`src/mpa_pkg.sv`:
```
`timescale 1ns / 1ps
// mpa_pkg: shared constants, register indexes, controller states and the
// command/status structs of the max pool argmax unit. No dependencies.
package mpa_pkg;

    localparam int MAX_WIDTH    = 256;
    localparam int MAX_CHANNELS = 64;
    localparam int MAX_KERNEL   = 4;
    localparam int VALUE_BITS   = 16;

    localparam int SLOT_BITS = $clog2(MAX_KERNEL);
    localparam int COL_BITS  = $clog2(MAX_WIDTH);
    localparam int CH_BITS   = $clog2(MAX_CHANNELS);
    localparam int ADDR_BITS = SLOT_BITS + COL_BITS + CH_BITS;
    localparam int DEPTH     = 1 << ADDR_BITS;

    localparam int ROW_BITS  = 10;
    localparam int IMG_BITS  = 16;
    localparam int IDX_BITS  = 24;
    localparam int CFG_BITS  = 11;
    localparam int DIV_STEPS = ROW_BITS;

    typedef enum logic [2:0] {
        REG_IN_HEIGHT     = 3'd0,
        REG_IN_WIDTH      = 3'd1,
        REG_CHANNEL_COUNT = 3'd2,
        REG_KERNEL_SIZE   = 3'd3,
        REG_STRIDE        = 3'd4
    } reg_index_t;

    typedef enum logic [2:0] {
        ST_IDLE,
        ST_WRITE,
        ST_DIV,
        ST_SCAN,
        ST_DRAIN,
        ST_MUL,
        ST_EMIT
    } state_t;

    typedef struct packed {
        logic accept;
        logic mem_write;
        logic div_start;
        logic div_step;
        logic scan_start;
        logic scan_step;
        logic mul;
        logic load_out;
    } cmd_t;

    typedef struct packed {
        logic candidate;
        logic div_done;
        logic aligned;
        logic scan_last;
        logic out_free;
    } status_t;

endpackage

```
`src/mpa_ctrl.sv`:
```
`timescale 1ns / 1ps
// mpa_ctrl: sequencer of the max pool argmax unit
// depends on mpa_pkg
module mpa_ctrl
    import mpa_pkg::*;
(
    input  logic    aclk,
    input  logic    aresetn,
    input  logic    s_valid,
    output logic    s_ready,
    input  status_t status,
    output cmd_t    cmd
);

    state_t state_reg, state_next;

    always_ff @(posedge aclk) begin
        if (!aresetn) begin
            state_reg <= ST_IDLE;
        end else begin
            state_reg <= state_next;
        end
    end

    always_comb begin
        state_next = state_reg;
        case (state_reg)
            ST_IDLE: begin
                if (s_valid) state_next = ST_WRITE;
            end
            ST_WRITE: begin
                state_next = status.candidate ? ST_DIV : ST_IDLE;
            end
            ST_DIV: begin
                if (status.div_done) state_next = status.aligned ? ST_SCAN : ST_IDLE;
            end
            ST_SCAN: begin
                if (status.scan_last) state_next = ST_DRAIN;
            end
            ST_DRAIN: state_next = ST_MUL;
            ST_MUL:   state_next = ST_EMIT;
            ST_EMIT: begin
                if (status.out_free) state_next = ST_IDLE;
            end
            default: state_next = ST_IDLE;
        endcase
    end

    always_comb begin
        cmd     = '0;
        s_ready = 1'b0;
        case (state_reg)
            ST_IDLE: begin
                s_ready    = 1'b1;
                cmd.accept = s_valid;
            end
            ST_WRITE: begin
                cmd.mem_write = 1'b1;
                cmd.div_start = status.candidate;
            end
            ST_DIV: begin
                cmd.div_step   = !status.div_done;
                cmd.scan_start = status.div_done && status.aligned;
            end
            ST_SCAN:  cmd.scan_step = 1'b1;
            ST_DRAIN: cmd = '0;
            ST_MUL:   cmd.mul = 1'b1;
            ST_EMIT:  cmd.load_out = status.out_free;
            default:  cmd = '0;
        endcase
    end

endmodule

```
`config.mk`:
```
export PLATFORM = sky130hd
export DESIGN_NAME = mpa_ctrl
export DESIGN_NICKNAME = d
export VERILOG_FILES = /design/src/mpa_pkg.sv /design/src/mpa_ctrl.sv
export SDC_FILE = /design/constraint.sdc
export NUM_CORES = 1
export LEC_CHECK = 0
export BUFFER_PORTS_ARGS = -buffer_cell sky130_fd_sc_hd__clkbuf_2
export CORE_AREA = 2 2 39 41
export DETAILED_ROUTE_END_ITERATION = 10
export DIE_AREA = 0 0 41 43
export MAX_ROUTING_LAYER = met4
export SETUP_SLACK_MARGIN = 0.05
export SYNTH_ARGS = -nofsm -noshare
export SYNTH_HDL_FRONTEND = slang
export SYNTH_SLANG_ARGS = --single-unit
```
`constraint.sdc`:
```
create_clock -name aclk -period 4 [get_ports aclk]
set_clock_uncertainty 0.2 [all_clocks]
set_input_delay 0.2 -clock aclk [delete_from_list [all_inputs] [get_ports aclk]]
set_output_delay 0.2 -clock aclk [all_outputs]
set_load 0.05 [all_outputs]
```
* Word level (Yosys, flattened, before mapping)
Index checks and enable logic that the tools add are counted.
** Word-level totals
- Register bits :: 3
- Bits of input ports :: 8
- Output and inout bits :: 9
- Logic and storage cells :: 29
** Operators by class
- Eq/ne operators :: 10
- Multiplexer cells :: 14
- Reductions and logical operators :: 4
** Operator list (number)
- $pmux W3 S7 :: 1
- $mux W3 :: 4
- $eq A3 B3 Y1 const B :: 3
- $mux W2 :: 4
- $ne A2 B2 Y1 const B :: 4
- $eq A3 B2 Y1 const B :: 2
- $mux W1 :: 5
- $reduce_and A4 Y1 :: 1
- $eq A3 B1 Y1 const B :: 1
- $logic_not A3 Y1 :: 1
- $logic_and A1 B1 Y1 :: 1
- $logic_not A1 Y1 :: 1

* Logic depth before layout (Yosys ltp)
- Depth in word-level cells :: 3
- Mapped depth :: 4
- Depth with buffers taken out :: 3

* Worst setup path after synthesis
OpenSTA, ideal clock, no wires.
- Path type :: register to output
- Start point :: register state_reg[2]
- End point :: output cmd[5] (netlist bit)
- Arrival :: 2.246 ns
- Required time :: 3.600 ns
- Slack :: 1.354 ns
- Cell stages (with the launch flop) :: 4
- Path buffers :: 1
- Cells stage by stage :: dfxtp_1 -> buf_2 -> nor3b_1 -> and2_1
** RTL lines
- start, declared :: line mpa_ctrl.sv:15 : state_t state_reg, state_next;
- start signal, assigned :: line mpa_ctrl.sv:21 : state_reg <= state_next;
- end, declared :: line mpa_ctrl.sv:12 : output cmd_t cmd

==> results.py <==
metrics = {
    "global_route": {
        "gr-usage-met1_pct": 11.2,
        "antenna_found_initial": 0,
        "grt_overflow": 0,
        "grt_max_degree": 16,
        "grt_use_met3_pct": 5.76,
        "grt.total_usage_pct": 10.3,
        "grt_busiest_layer": "met2",
        "grtUsageMet2_pct": 13.8,
        "grt_pass1_wl_um": 1170,
        "grt_pass1_vias": 284,
    },
    "route": {
        "drt_wl_total_um": 687,
        "vias": 311,
        "vias_per_cell": 4.64,
        "route.detailed.drc": 0,
        "wl_per_cell_um": 10.3,
        "first_iter_violations": 3,
        "ant_nets": 0,
        "drtPass1Iterations": 3,
    },
    "timing": {
        "drv_slew": 0,
        "tns_ns": 0,
        "finalHoldViolCount": 0,
        "fin_crit_sh_pct": 47.3,
        "grt_setup_unrepaired": "no",
        "tightest_slew_ns": 0.402,
        "max_freq_ghz": 0.529,
        "relSlewSlack_pct": 73.2,
        "finalSetupViolCount": 0,
        "min_period_ns": 1.89,
    },
    "pwr": {
        "pwr-share-clk_pct": 44.0,
        "switchingPower_mw": 0.0406,
        "leakagePower_nw": 0.165,
        "power_density_mw_per_mm2": 320,
        "ir_worst_vdd_v": 0.0000901,
        "p_seq_share_pct": 29.2,
        "p_int_mw": 0.0797,
        "switching_share_pct": 33.8,
        "power_frac_comb_pct": 26.9,
    },
    "synthesis": {
        "ys_top_cells_by_area": "dfxtp_1 22%, nor3_1 7.4%, and2_1 6.9%",
        "synth_warnings": 0,
        "yosysTopAreaCell": "dfxtp_1",
        "ys_seq_elements": 3,
        "ys_seq_area_share_pct": 22.2,
        "postSynthCellCount": 34,
        "synthesis.nets": 42,
        "avgSynthCellArea_um2": 7.95,
        "yosys.area.top_type_share_pct": 22.2,
        "synth.distinct_cells": 23,
        "netlist_area_um2": 270,
    },
    "status": {
        "status": "completed",
    },
    "place": {
        "io_buffer_count": 16,
        "routabilityCongestion": 0.724,
        "dp_hpwl_um": 550,
    },
    "worst_setup_path": {
        "cp_cell_sequence": "nor3b_1 > and2_1 > clkbuf_2",
        "worstSetupPathType": "register to output port",
        "crit_family": "flip-flops",
        "path_buf_inv": 1,
        "required_ns": 3.60,
        "worst_setup_path_start_kind": "register",
        "crit_fanout": 15,
        "end_kind": "output port",
        "crit_slowest_cell": "dfxtp_1",
        "cp.arrival_ns": 1.49,
        "r2r_slack_ns": 2.41,
        "slowest_delay_ns": 0.55,
    },
    "floorplan": {
        "die_area_mm2": 0.00176,
        "coreArea_mm2": 0.00138,
        "num_io_pins": 17,
        "start_util_pct": 19.5,
        "fp.dieH_um": 43,
        "die_w_um": 41,
        "row_count": 14,
    },
    "clock_tree": {
        "root_buffer": "clkbuf_4",
        "cts_tree": "built",
        "cts_num_sinks": 3,
        "numCtsBuffers": 3,
        "cts_resized": 0,
        "post-cts-setup-buffers": 0,
        "clock_latency_ns": 0.23,
        "clk_pin_slew_ns": 0.04,
        "htree_levels": 1,
        "clk_path_buf_depth": 2,
        "cts_hold_buf": 0,
    },
    "final_layout": {
        "multi_input_area_um2": 186,
        "drive_gt1_share_pct": 41.2,
        "diodes": 0,
        "nFillCells": 150,
        "nets": 60,
        "seq_area_um2": 60.1,
        "syn2layout_area_growth_pct": 39.4,
        "fin_util_pct": 27.2,
        "final_common_cell": "clkbuf_2",
        "layout_common_cells": "16 x clkbuf_2, 4 x nor3_1, 3 x and2_1, 3 x clkbuf_4, 3 x dfxtp_1",
        "largest_register_ffs": 3,
    },
    "worst_hold_path": {
        "hold_class": "primary input to register",
    },
    "job": {
        "drv_cap": 0,
    },
}
## cells by family (layout without fill, tap and decap cells)
| kind of cell | after synthesis | in the layout | share of synthesized area (%) |
|---|---|---|---|
| AO/OA/AOI/OAI | 8 | 8 | 21.8 |
| multiplexers | 1 | 1 | 5.55 |
| AND/OR/NAND/NOR | 18 | 18 | 41.7 |
| buffers and inverters | 4 | 21 | 8.79 |
| flip-flops | 3 | 3 | 22.2 |
## layout make-up
| type | count | area share, % |
|---|---|---|
| clock buffer | 4 | 6.98 |
| inverter | 1 | 0.997 |
| multi-input combinational | 27 | 49.5 |
| sequential | 3 | 15.9 |
| tap | 16 | 5.32 |
| timing repair buffer | 16 | 21.3 |
## routing by layer
| metal | wire, um | vias up | part of all wire [%] |
|---|---|---|---|
| li1 | - | 161 | - |
| met1 | 284 | 138 | 41 |
| met2 | 342 | 12 | 50 |
| met3 | 60 | 0 | 8.7 |
| met4 | 0 | 0 | 0 |
| met5 | 0 | - | 0 |
## Yosys cell counts
library cell  n
nor2b_1       2
buf_2         1
a211oi_1      1
o41ai_1       1
and3_1        1
and2_1        3
o21ai_0       1
o211ai_1      2
nor3_1        4
nand2_1       2
nand2b_2      1
nor3b_1       2
a31oi_1       1
clkbuf_1      1
nand3b_1      1
mux2_4        1
and4b_1       1
inv_1         1
o21a_1        1
a2bb2oi_1     1
dfxtp_1       3
or3_1         1
buf_6         1
## power by group through the flow
stage          clock, mW  combinational, mW  sequential, mW
3_3_place_gp           0             0.0325          0.0355
5_1_grt           0.0597             0.0347          0.0360
3_5_place_dp           0             0.0326          0.0356
2_1_floorplan          0             0.0263          0.0327
4_1_cts           0.0557             0.0327          0.0351
6_report          0.0529             0.0323          0.0351
## final timing paths
| check | start | endpoint | cells past startpoint |
|---|---|---|---|
| worst max-delay path | state_reg[0]$_SDFFE_PN0P_ | cmd[5] | 3 |
| worst min-delay path | aresetn | state_reg[0]$_SDFFE_PN0P_ | 2 |
| worst max register to register | state_reg[2]$_SDFFE_PN0P_ | state_reg[1]$_SDFFE_PN0P_ | 3 |
| worst min register to register | state_reg[2]$_SDFFE_PN0P_ | state_reg[2]$_SDFFE_PN0P_ | 2 |
## metrics by stage
stage / cells / power (mW) / hold WS, ns / cell area, um^2 / setup WS (ns)
after floorplan: 34 / 0.0591 / 0.118 / 270 / 1.35
after global placement: 63 / 0.0679 / 0.247 / 350 / 2.35
after detailed placement: 63 / 0.0682 / 0.262 / 350 / 2.34
after CTS: 67 / 0.124 / 0.0172 / 377 / 2.08
after global routing: 67 / 0.130 / 0.0126 / 377 / 1.91
final: 67 / 0.120 / 0.0140 / 377 / 2.11
No activity file was read; power rests on OpenSTA's default activity.
